===== src/rtl/core/bycc_pkg.sv =====
// ----------------------------------------------------------------------------
// bycc_pkg: shared types, constants and helpers of the colour converter
// Holds the item structures, the pipeline control bundle, the BT.601 integer
// coefficients and the reciprocal constants used for the divisions by constants.
// ----------------------------------------------------------------------------
package bycc_pkg;

	localparam int NumStages = 5;

	typedef enum logic {
		FuncFwd = 1'b0,
		FuncInv = 1'b1
	} bycc_func_t;

	typedef struct packed {
		logic       func;
		logic [7:0] in_c0;
		logic [7:0] in_c1;
		logic [7:0] in_c2;
	} bycc_pixel_t;

	typedef struct packed {
		logic [7:0] out_c0;
		logic [7:0] out_c1;
		logic [7:0] out_c2;
	} bycc_result_t;

	typedef struct packed {
		logic [NumStages-1:0] en;
		bycc_func_t           func;
	} bycc_ctrl_t;

	// Forward coefficients, scaled by 1000.
	localparam int CoefR     = 299;
	localparam int CoefG     = 587;
	localparam int CoefB     = 114;
	localparam int CrCoef    = 713;
	localparam int CbCoef    = 564;
	localparam int Scale     = 1000;
	localparam int ChromaOfs = 128;
	localparam int LumaMin   = 16;
	localparam int LumaMax   = 235;
	localparam int ChromaMin = 16;
	localparam int ChromaMax = 240;
	localparam int PixMin    = 0;
	localparam int PixMax    = 255;

	// A quotient floor(n / d) for n < 2**a and d < 2**b is exactly
	// (n * ceil(2**(a+b) / d)) >> (a+b).
	localparam int FwdShift = 28;
	localparam logic [18:0] FwdRecip =
		19'(((64'd1 << FwdShift) + 64'(Scale) - 64'd1) / 64'(Scale));

	localparam int RbShift = 27;
	localparam logic [17:0] RecipCr =
		18'(((64'd1 << RbShift) + 64'(CrCoef) - 64'd1) / 64'(CrCoef));
	localparam logic [17:0] RecipCb =
		18'(((64'd1 << RbShift) + 64'(CbCoef) - 64'd1) / 64'(CbCoef));

	// Green terms: 114000/331068 and 299000/418531 reduced by their common factors.
	localparam int GeNum  = 9500;
	localparam int GeDen  = 27589;
	localparam int GdNum  = 13000;
	localparam int GdDen  = 18197;
	localparam int GShift = 36;
	localparam logic [21:0] RecipGe =
		22'(((64'd1 << GShift) + 64'(GeDen) - 64'd1) / 64'(GeDen));
	localparam logic [21:0] RecipGd =
		22'(((64'd1 << GShift) + 64'(GdDen) - 64'd1) / 64'(GdDen));

	function automatic logic signed [10:0] apply_sign(input logic neg, input logic [7:0] mag);
		logic signed [10:0] m;
		m = $signed({3'b000, mag});
		return neg ? -m : m;
	endfunction

	function automatic logic [7:0] clamp_u8(input logic signed [10:0] v,
		input logic [7:0] lo, input logic [7:0] hi);
		logic signed [10:0] lo_s;
		logic signed [10:0] hi_s;
		lo_s = $signed({3'b000, lo});
		hi_s = $signed({3'b000, hi});
		if (v < lo_s) begin
			return lo;
		end else if (v > hi_s) begin
			return hi;
		end
		return v[7:0];
	endfunction

endpackage


===== src/rtl/core/bycc_stream_if.sv =====
// ----------------------------------------------------------------------------
// bycc_stream_if: valid/ready channel carrying one item
// The payload type is chosen where the channel is instantiated.
// ----------------------------------------------------------------------------
interface bycc_stream_if import bycc_pkg::*; #(
	parameter type T = bycc_pixel_t
) ();
	logic valid;
	logic ready;
	T     data;

	modport source(output valid, output data, input ready);
	modport sink(input valid, input data, output ready);
endinterface


===== src/rtl/core/bycc_pipe_ctrl.sv =====
// ----------------------------------------------------------------------------
// bycc_pipe_ctrl: valid tracking and stage enables of the conversion pipeline
// A stage loads whenever it is empty or its successor loads, so bubbles close up.
// ----------------------------------------------------------------------------
module bycc_pipe_ctrl import bycc_pkg::*; (
	input  logic       clk,
	input  logic       arst_n,
	input  logic       in_valid,
	output logic       in_ready,
	input  logic       func,
	output logic       out_valid,
	input  logic       out_ready,
	output bycc_ctrl_t ctrl
);

	logic [NumStages-1:0] vld_q;
	logic [NumStages-1:0] func_q;
	logic [NumStages:0]   rdy;
	logic [NumStages-1:0] vld_prev;
	logic [NumStages-1:0] func_prev;

	always_comb begin
		rdy[NumStages] = out_ready;
		for (int i = NumStages - 1; i >= 0; i--) begin
			rdy[i] = !vld_q[i] || rdy[i+1];
		end
	end

	assign vld_prev  = {vld_q[NumStages-2:0], in_valid};
	assign func_prev = {func_q[NumStages-2:0], func};

	always_ff @(posedge clk or negedge arst_n) begin
		if (!arst_n) begin
			vld_q <= '0;
		end else begin
			for (int i = 0; i < NumStages; i++) begin
				if (rdy[i]) begin
					vld_q[i] <= vld_prev[i];
				end
			end
		end
	end

	always_ff @(posedge clk) begin
		for (int i = 0; i < NumStages; i++) begin
			if (rdy[i]) begin
				func_q[i] <= func_prev[i];
			end
		end
	end

	assign in_ready  = rdy[0];
	assign out_valid = vld_q[NumStages-1];
	assign ctrl.en   = rdy[NumStages-1:0];
	assign ctrl.func = bycc_func_t'(func_q[NumStages-1]);

	a_accept_fills_s1: assert property (@(posedge clk) disable iff (!arst_n)
		in_valid && in_ready |=> vld_q[0])
		else $error("accepted item did not reach the first stage");

	a_empty_tail_ready: assert property (@(posedge clk) disable iff (!arst_n)
		!vld_q[NumStages-1] |-> in_ready)
		else $error("input stalled although the last stage is empty");

	a_full_stall: assert property (@(posedge clk) disable iff (!arst_n)
		(&vld_q) && !out_ready |-> !in_ready)
		else $error("input taken while the pipeline is full and stalled");

endmodule


===== src/rtl/core/bycc_fwd.sv =====
// ----------------------------------------------------------------------------
// bycc_fwd: BGR to YCrCb datapath
// Weighted sum, luma by reciprocal, chroma products, chroma quotients, clamp.
// ----------------------------------------------------------------------------
module bycc_fwd import bycc_pkg::*; (
	input  logic                 clk,
	input  logic [NumStages-1:0] en,
	input  bycc_pixel_t          pixel,
	output bycc_result_t         res
);

	logic [17:0] sum_s1;
	logic [7:0]  blu_s1, red_s1;
	logic [7:0]  luma_s2, blu_s2, red_s2;
	logic [17:0] prod_cr_s3, prod_cb_s3;
	logic        neg_cr_s3, neg_cb_s3;
	logic [7:0]  luma_s3;
	logic [7:0]  q_cr_s4, q_cb_s4;
	logic        neg_cr_s4, neg_cb_s4;
	logic [7:0]  luma_s4;
	bycc_result_t res_s5;

	logic [36:0] luma_prod;
	logic [8:0]  dr, db;
	logic [7:0]  mag_r, mag_b;
	logic [36:0] cr_prod, cb_prod;
	logic signed [10:0] cr_v, cb_v;

	// Stage 1: luma numerator scaled by 1000.
	always_ff @(posedge clk) begin
		if (en[0]) begin
			sum_s1 <= 18'(pixel.in_c2) * 18'(CoefR) + 18'(pixel.in_c1) * 18'(CoefG)
				+ 18'(pixel.in_c0) * 18'(CoefB);
			blu_s1 <= pixel.in_c0;
			red_s1 <= pixel.in_c2;
		end
	end

	// Stage 2: divide by 1000.
	assign luma_prod = 37'(sum_s1) * 37'(FwdRecip);

	always_ff @(posedge clk) begin
		if (en[1]) begin
			luma_s2 <= 8'(luma_prod >> FwdShift);
			blu_s2  <= blu_s1;
			red_s2  <= red_s1;
		end
	end

	// Stage 3: colour differences as sign and magnitude, times the chroma gains.
	assign dr    = {1'b0, red_s2} - {1'b0, luma_s2};
	assign db    = {1'b0, blu_s2} - {1'b0, luma_s2};
	assign mag_r = dr[8] ? 8'(-dr) : dr[7:0];
	assign mag_b = db[8] ? 8'(-db) : db[7:0];

	always_ff @(posedge clk) begin
		if (en[2]) begin
			prod_cr_s3 <= 18'(mag_r) * 18'(CrCoef);
			prod_cb_s3 <= 18'(mag_b) * 18'(CbCoef);
			neg_cr_s3  <= dr[8];
			neg_cb_s3  <= db[8];
			luma_s3    <= luma_s2;
		end
	end

	// Stage 4: magnitudes divided by 1000, so the quotient truncates toward zero.
	assign cr_prod = 37'(prod_cr_s3) * 37'(FwdRecip);
	assign cb_prod = 37'(prod_cb_s3) * 37'(FwdRecip);

	always_ff @(posedge clk) begin
		if (en[3]) begin
			q_cr_s4   <= 8'(cr_prod >> FwdShift);
			q_cb_s4   <= 8'(cb_prod >> FwdShift);
			neg_cr_s4 <= neg_cr_s3;
			neg_cb_s4 <= neg_cb_s3;
			luma_s4   <= luma_s3;
		end
	end

	// Stage 5: restore sign, add the offset and clamp to the video ranges.
	assign cr_v = $signed(11'(ChromaOfs)) + apply_sign(neg_cr_s4, q_cr_s4);
	assign cb_v = $signed(11'(ChromaOfs)) + apply_sign(neg_cb_s4, q_cb_s4);

	always_ff @(posedge clk) begin
		if (en[4]) begin
			res_s5.out_c0 <= clamp_u8($signed({3'b000, luma_s4}), 8'(LumaMin), 8'(LumaMax));
			res_s5.out_c1 <= clamp_u8(cr_v, 8'(ChromaMin), 8'(ChromaMax));
			res_s5.out_c2 <= clamp_u8(cb_v, 8'(ChromaMin), 8'(ChromaMax));
		end
	end

	assign res = res_s5;

endmodule


===== src/rtl/core/bycc_inv.sv =====
// ----------------------------------------------------------------------------
// bycc_inv: YCrCb to BGR datapath
// Chroma products, quotients by reciprocal, channel sums, clamp, output stage.
// ----------------------------------------------------------------------------
module bycc_inv import bycc_pkg::*; (
	input  logic                 clk,
	input  logic [NumStages-1:0] en,
	input  bycc_pixel_t          pixel,
	output bycc_result_t         res
);

	logic [16:0] prod_r_s1, prod_b_s1;
	logic [20:0] prod_gd_s1, prod_ge_s1;
	logic        neg_d_s1, neg_e_s1;
	logic [7:0]  luma_s1;
	logic [7:0]  q_r_s2, q_b_s2, q_gd_s2, q_ge_s2;
	logic        neg_d_s2, neg_e_s2;
	logic [7:0]  luma_s2;
	logic signed [10:0] red_s3, grn_s3, blu_s3;
	bycc_result_t res_s4, res_s5;

	logic        neg_d, neg_e;
	logic [7:0]  mag_d, mag_e;
	logic [34:0] r_prod, b_prod;
	logic [42:0] gd_prod, ge_prod;
	logic signed [10:0] luma_v;

	// Stage 1: chroma minus 128 as sign and magnitude, times the numerators.
	assign neg_d = ~pixel.in_c1[7];
	assign neg_e = ~pixel.in_c2[7];
	assign mag_d = pixel.in_c1[7] ? {1'b0, pixel.in_c1[6:0]} : 8'(8'(ChromaOfs) - pixel.in_c1);
	assign mag_e = pixel.in_c2[7] ? {1'b0, pixel.in_c2[6:0]} : 8'(8'(ChromaOfs) - pixel.in_c2);

	always_ff @(posedge clk) begin
		if (en[0]) begin
			prod_r_s1  <= 17'(mag_d) * 17'(Scale);
			prod_gd_s1 <= 21'(mag_d) * 21'(GdNum);
			prod_b_s1  <= 17'(mag_e) * 17'(Scale);
			prod_ge_s1 <= 21'(mag_e) * 21'(GeNum);
			neg_d_s1   <= neg_d;
			neg_e_s1   <= neg_e;
			luma_s1    <= pixel.in_c0;
		end
	end

	// Stage 2: quotients of the magnitudes, each truncated on its own.
	assign r_prod  = 35'(prod_r_s1) * 35'(RecipCr);
	assign b_prod  = 35'(prod_b_s1) * 35'(RecipCb);
	assign gd_prod = 43'(prod_gd_s1) * 43'(RecipGd);
	assign ge_prod = 43'(prod_ge_s1) * 43'(RecipGe);

	always_ff @(posedge clk) begin
		if (en[1]) begin
			q_r_s2   <= 8'(r_prod >> RbShift);
			q_b_s2   <= 8'(b_prod >> RbShift);
			q_gd_s2  <= 8'(gd_prod >> GShift);
			q_ge_s2  <= 8'(ge_prod >> GShift);
			neg_d_s2 <= neg_d_s1;
			neg_e_s2 <= neg_e_s1;
			luma_s2  <= luma_s1;
		end
	end

	// Stage 3: channel sums, unclamped.
	assign luma_v = $signed({3'b000, luma_s2});

	always_ff @(posedge clk) begin
		if (en[2]) begin
			red_s3 <= luma_v + apply_sign(neg_d_s2, q_r_s2);
			blu_s3 <= luma_v + apply_sign(neg_e_s2, q_b_s2);
			grn_s3 <= luma_v - apply_sign(neg_e_s2, q_ge_s2) - apply_sign(neg_d_s2, q_gd_s2);
		end
	end

	// Stage 4: clamp to the full sample range.
	always_ff @(posedge clk) begin
		if (en[3]) begin
			res_s4.out_c0 <= clamp_u8(blu_s3, 8'(PixMin), 8'(PixMax));
			res_s4.out_c1 <= clamp_u8(grn_s3, 8'(PixMin), 8'(PixMax));
			res_s4.out_c2 <= clamp_u8(red_s3, 8'(PixMin), 8'(PixMax));
		end
	end

	// Stage 5: output register, level with the forward path.
	always_ff @(posedge clk) begin
		if (en[4]) begin
			res_s5 <= res_s4;
		end
	end

	assign res = res_s5;

endmodule


===== src/rtl/core/bgr_ycrcb_color_convert.sv =====
// ----------------------------------------------------------------------------
// bgr_ycrcb_color_convert: BT.601 style colour conversion, both directions
// Five-stage pipeline converting one 8-bit three-channel pixel per clock unless stalled.
// ----------------------------------------------------------------------------
// Usage:
// The pixel channel carries one item per handshake: a direction bit (func) and
// three 8-bit samples. With func low the samples are blue, green and red and
// the result is Y, Cr and Cb clamped to the video ranges; with func high the
// samples are Y, Cr and Cb and the result is blue, green and red clamped to
// 0..255. The result channel returns exactly one item per accepted item, in
// order. Both directions are computed side by side and the direction bit,
// carried along with the item, picks the result behind the output registers.
// The block takes one item every cycle while the receiver keeps taking results;
// the five register stages each hold about one level of logic (weighted sum,
// divide by reciprocal, chroma product, divide by reciprocal, clamp).
// Reset empties the pipeline: all stage valid bits clear and the pixel
// channel is ready straight away. When the receiver stalls, the last stage
// holds its item, and earlier stages keep filling until every stage is
// occupied; only then does the pixel channel drop ready. No item is lost or
// repeated across a stall.
// ----------------------------------------------------------------------------
module bgr_ycrcb_color_convert import bycc_pkg::*; (
	input logic            clk,
	input logic            arst_n,
	bycc_stream_if.sink    pixel,
	bycc_stream_if.source  result
);

	bycc_ctrl_t   ctrl;
	bycc_result_t fwd_res;
	bycc_result_t inv_res;

	// Valid bits and stage enables shared by both datapaths.
	bycc_pipe_ctrl u_ctrl (
		.clk       (clk),
		.arst_n    (arst_n),
		.in_valid  (pixel.valid),
		.in_ready  (pixel.ready),
		.func      (pixel.data.func),
		.out_valid (result.valid),
		.out_ready (result.ready),
		.ctrl      (ctrl)
	);

	// Forward direction: BGR to YCrCb.
	bycc_fwd u_fwd (
		.clk   (clk),
		.en    (ctrl.en),
		.pixel (pixel.data),
		.res   (fwd_res)
	);

	// Inverse direction: YCrCb to BGR.
	bycc_inv u_inv (
		.clk   (clk),
		.en    (ctrl.en),
		.pixel (pixel.data),
		.res   (inv_res)
	);

	// The direction bit of the item in the last stage selects its result.
	assign result.data = (ctrl.func == FuncInv) ? inv_res : fwd_res;

endmodule

===== src/flat_wrapper.sv =====
// flat-port wrapper written by rule: the top's interface ports become plain ports
module bgr_ycrcb_color_convert_flat import bycc_pkg::*;
  (clk, arst_n, pixel_valid, pixel_data, pixel_ready, result_valid, result_data, result_ready);
  bycc_stream_if pixel_i ();
  bycc_stream_if result_i ();
  input logic clk;
  input logic arst_n;
  input wire logic [$bits(pixel_i.valid)-1:0] pixel_valid;
  input wire logic [$bits(pixel_i.data)-1:0] pixel_data;
  output wire logic [$bits(pixel_i.ready)-1:0] pixel_ready;
  output wire logic [$bits(result_i.valid)-1:0] result_valid;
  output wire logic [$bits(result_i.data)-1:0] result_data;
  input wire logic [$bits(result_i.ready)-1:0] result_ready;
  assign pixel_i.valid = pixel_valid;
  assign pixel_i.data = pixel_data;
  assign pixel_ready = pixel_i.ready;
  assign result_valid = result_i.valid;
  assign result_data = result_i.data;
  assign result_i.ready = result_ready;
  bgr_ycrcb_color_convert u_core (.clk(clk), .arst_n(arst_n), .pixel(pixel_i), .result(result_i));
endmodule

===== config.mk =====
export PLATFORM = sky130hd
export DESIGN_NAME = bgr_ycrcb_color_convert_flat
export DESIGN_NICKNAME = d
export VERILOG_FILES = /design/src/rtl/core/bycc_pkg.sv /design/src/rtl/core/bycc_stream_if.sv /design/src/rtl/core/bycc_pipe_ctrl.sv /design/src/rtl/core/bycc_fwd.sv /design/src/rtl/core/bycc_inv.sv /design/src/rtl/core/bgr_ycrcb_color_convert.sv /design/src/flat_wrapper.sv
export SDC_FILE = /design/constraint.sdc
export NUM_CORES = 2
export LEC_CHECK = 0
export BUFFER_PORTS_ARGS = -buffer_cell sky130_fd_sc_hd__buf_2
export CORE_MARGIN = 4
export CORE_UTILIZATION = 55
export CTS_CLUSTER_SIZE = 10
export DETAILED_ROUTE_END_ITERATION = 7
export PLACE_DENSITY = 0.7
export SLEW_MARGIN = 0
export SYNTH_ARGS = -nofsm -noshare
export SYNTH_HDL_FRONTEND = slang
export SYNTH_SLANG_ARGS = --single-unit

===== constraint.sdc =====
create_clock -name clk -period 7.8 [get_ports clk]
set_clock_uncertainty 0.05 [all_clocks]
set_input_delay 0 -clock clk [delete_from_list [all_inputs] [get_ports clk]]
set_output_delay 0 -clock clk [all_outputs]
set_load 0.02 [all_outputs]

==> results.json <==
{
  "cts_root_buffer": "clkbuf_16",
  "clkTransAtPathRegs_ns": 0.06,
  "endpoint_kind": "flip-flop",
  "synth_warnings": 0,
  "io_buffers": 54,
  "clockBufferDepth": 3,
  "clkSinkCount": 338,
  "synthTopCellsByCount": "ha_1, inv_1, fa_1",
  "cp_common_cell": "fa_1",
  "wl_mm": 107.6,
  "grtUsageTotal_pct": 21.60,
  "drv_cap": 0,
  "grt_pass1_wl_mm": 181.9,
  "rsz0062_at_grt": "no",
  "htree_levels": 2,
  "drtIter0Drc": 1659,
  "dr.pass1.iters": 5,
  "fill_cells": 8134,
  "num_rows": 115,
  "viasPerCell": 5.225,
  "crit_required_ns": 8.09,
  "outcome": "completed",
  "final_layout_size_suffix_gt1_share_pct": 3.478,
  "dpl.hpwl_mm": 93.58,
  "tightest_slew_ns": 1.122,
  "critical_path_class": "reg2reg",
  "post-route-drc-count": 0,
  "synth_edf_count": 333,
  "grt_pass1_vias": 36480,
  "fmax_mhz": 154.4,
  "avgSynthCellArea_um2": 10.73,
  "netlist_top_cells_area": "ha_1, fa_1, edfxtp_1",
  "whs_ns": 0.09489,
  "synth_top_flop_cell": "edfxtp_1",
  "die_h_um": 324.1,
  "critPathBufInv": 4,
  "rrSetupSlack_ns": 1.32,
  "critPathTopFamily": "adder cells",
  "async_reset_ff_share_pct": 1.479,
  "yosysSeqAreaShare_pct": 18.43,
  "fin_crit_sh_pct": 83.06,
  "io_pins": 56,
  "multi_input_area_um2": 39610,
  "synthCells": 5120,
  "numCtsBuffers": 44,
  "drv_slew": 0,
  "core_area_um2": 98710,
  "vias": 34220,
  "cts_tree": "done",
  "die_w_um": 324.1,
  "tns_ns": 0,
  "seqCellArea_um2": 10120,
  "start_util_pct": 55.66,
  "postRouteAntennaNets": 0,
  "antenna_cells": 0,
  "postCtsSetupBuffers": 0,
  "floorplan.die_area_um2": 105000,
  "syn-cell-area_um2": 54950,
  "finalSetupViolations": 0,
  "met1_usage_pct": 30.81,
  "yosysTopAreaCellShare_pct": 31.81,
  "use_met2_pct": 35.85,
  "final_hold_viol_count": 0,
  "slew_headroom_pct": 25.20,
  "ys_seq_elements": 338,
  "clock_latency_ns": 0.60,
  "wire_per_inst_um": 16.43,
  "use_met3_pct": 2.620,
  "finalNetCount": 7357,
  "area_growth_pct": 6.419,
  "yosysMostFrequentCell": "ha_1",
  "timing.final.crit_period_ns": 6.479,
  "arrival_ns": 6.77,
  "antenna_found_initial": 5,
  "cp_max_fo": 8,
  "crit_path_max_incr_delay_ns": 0.76,
  "crit_chain": "fa_1 -> inv_1 -> fa_1 -> inv_1 -> ha_1 -> fa_1 -> inv_1 -> fa_1 -> inv_1 -> fa_1 -> ha_1 -> a2111o_1 -> a211o_1 -> a21oi_1 -> nor3_1 -> o2111ai_1 -> nand2_1 -> a211oi_1 -> o21bai_1 -> xor2_1",
  "grt_start_max_net_pins": 80,
  "post-route-util_pct": 59.24,
  "gp_congestion": 0.9230,
  "synth_cell_types": 68,
  "overflow": 0,
  "cp-start-kind": "flip-flop",
  "cpMaxStageDelayCell": "fa_1",
  "grt_most_used_layer": "met2",
  "syn_nets": 7241,
  "holdCritPathClass": "in2reg",
  "yosysTopAreaCell": "ha_1"
}
==> flip-flops by register name (all words and copies together), names as in the netlist, 11 cells and up <==
register,flops
u_core.u_fwd.prod_cr_s3,18
u_core.u_inv.prod_ge_s1,18
u_core.u_fwd.sum_s1,18
u_core.u_inv.res_s4,24
u_core.u_inv.prod_b_s1,13
u_core.u_inv.prod_gd_s1,18
u_core.u_inv.res,24
u_core.u_fwd.res,24
u_core.u_inv.grn_s3,11
u_core.u_inv.red_s3,11
u_core.u_inv.prod_r_s1,12
u_core.u_inv.blu_s3,11
u_core.u_fwd.prod_cb_s3,16
==> logic make-up after synthesis <==
family / count (synthesis) / synth area share, %
AO/OA/AOI/OAI: 511 / 6.016
XOR/XNOR: 237 / 3.792
adder cells (fa/ha/maj): 2092 / 57.13
buffers and inverters: 1394 / 9.530
flip-flops: 338 / 18.43
multiplexers: 33 / 0.6604
other: 1 / 0.006825
AND/OR/NAND/NOR: 514 / 4.434
==> what timing repair did <==
action,4_1_cts,5_1_grt
hold buffers,23,0
gates resized for setup,0,0
hold endpoints to repair,30,0
==> area by class of cell <==
type	count	area share, %
tap	1287	2.754
multi-input combinational	3388	67.74
clock inverter	15	0.3680
clock buffer	57	1.984
timing repair buffer	90	1.023
sequential	338	17.32
inverter	1374	8.820
==> per-layer routing <==
| layer | vias to the layer above | wire length [µm] |
|---|---|---|
| met1 | 16660 | 51010 |
| met5 | - | 0 |
| met2 | 530 | 49980 |
| met3 | 133 | 4597 |
| li1 | 16900 | - |
| met4 | 0 | 2031 |
==> cell usage in the layout (no fill, tap or decap), types with 15 or more instances in the layout <==
cell type | Yosys | final
xnor2_1 | 177 | 177
mux2_2 | 26 | 26
nand2_1 | 115 | 113
inv_1 | 1374 | 1373
edfxtp_1 | 333 | 333
dlygate4sd3_1 | 0 | 23
o21bai_1 | 39 | 39
xor2_1 | 59 | 59
nand4_1 | 23 | 23
or2_2 | 22 | 22
nor3_1 | 43 | 43
o21a_1 | 23 | 23
nand3_1 | 46 | 45
o21ai_0 | 88 | 88
nor2b_1 | 22 | 22
nand2b_1 | 25 | 25
ha_1 | 1397 | 1397
a21oi_1 | 167 | 167
nor2_1 | 165 | 165
fa_1 | 695 | 695
a21o_1 | 60 | 60
clkbuf_16 | 0 | 44
or3_1 | 18 | 18
o31ai_1 | 15 | 15
buf_2 | 0 | 54
==> metrics by stage <==
| stage | area [µm²] | cells | worst slack (ns) |
|---|---|---|---|
| 2_1_floorplan | 54950 | 5120 | 1.939 |
| 3_3_place_gp | 56870 | 6454 | 1.466 |
| 3_5_place_dp | 56870 | 6454 | 1.330 |
| 4_1_cts | 58470 | 6549 | 1.318 |
| 5_1_grt | 58470 | 6549 | 0.9829 |
| 6_report | 58470 | 6549 | 1.321 |
==> worst paths after layout <==
check | from | endpoint | cells after the start
max in group asynchronous | arst_n | u_core.u_ctrl.vld_q[1] | 3
min reg2reg | u_core.u_fwd.luma_s3[5] | u_core.u_fwd.luma_s4[5] | 0
min in group asynchronous | arst_n | u_core.u_ctrl.vld_q[3] | 3
max reg2reg | u_core.u_inv.prod_gd_s1[9] | u_core.u_inv.q_gd_s2[5] | 20
min | pixel_data[24] | u_core.u_ctrl.func_q[0] | 2
max | u_core.u_inv.prod_gd_s1[9] | u_core.u_inv.q_gd_s2[5] | 20
Power is left out: the tool's default activity adds up to more than one toggle a clock period on the data nets, which glitch-free logic cannot reach.
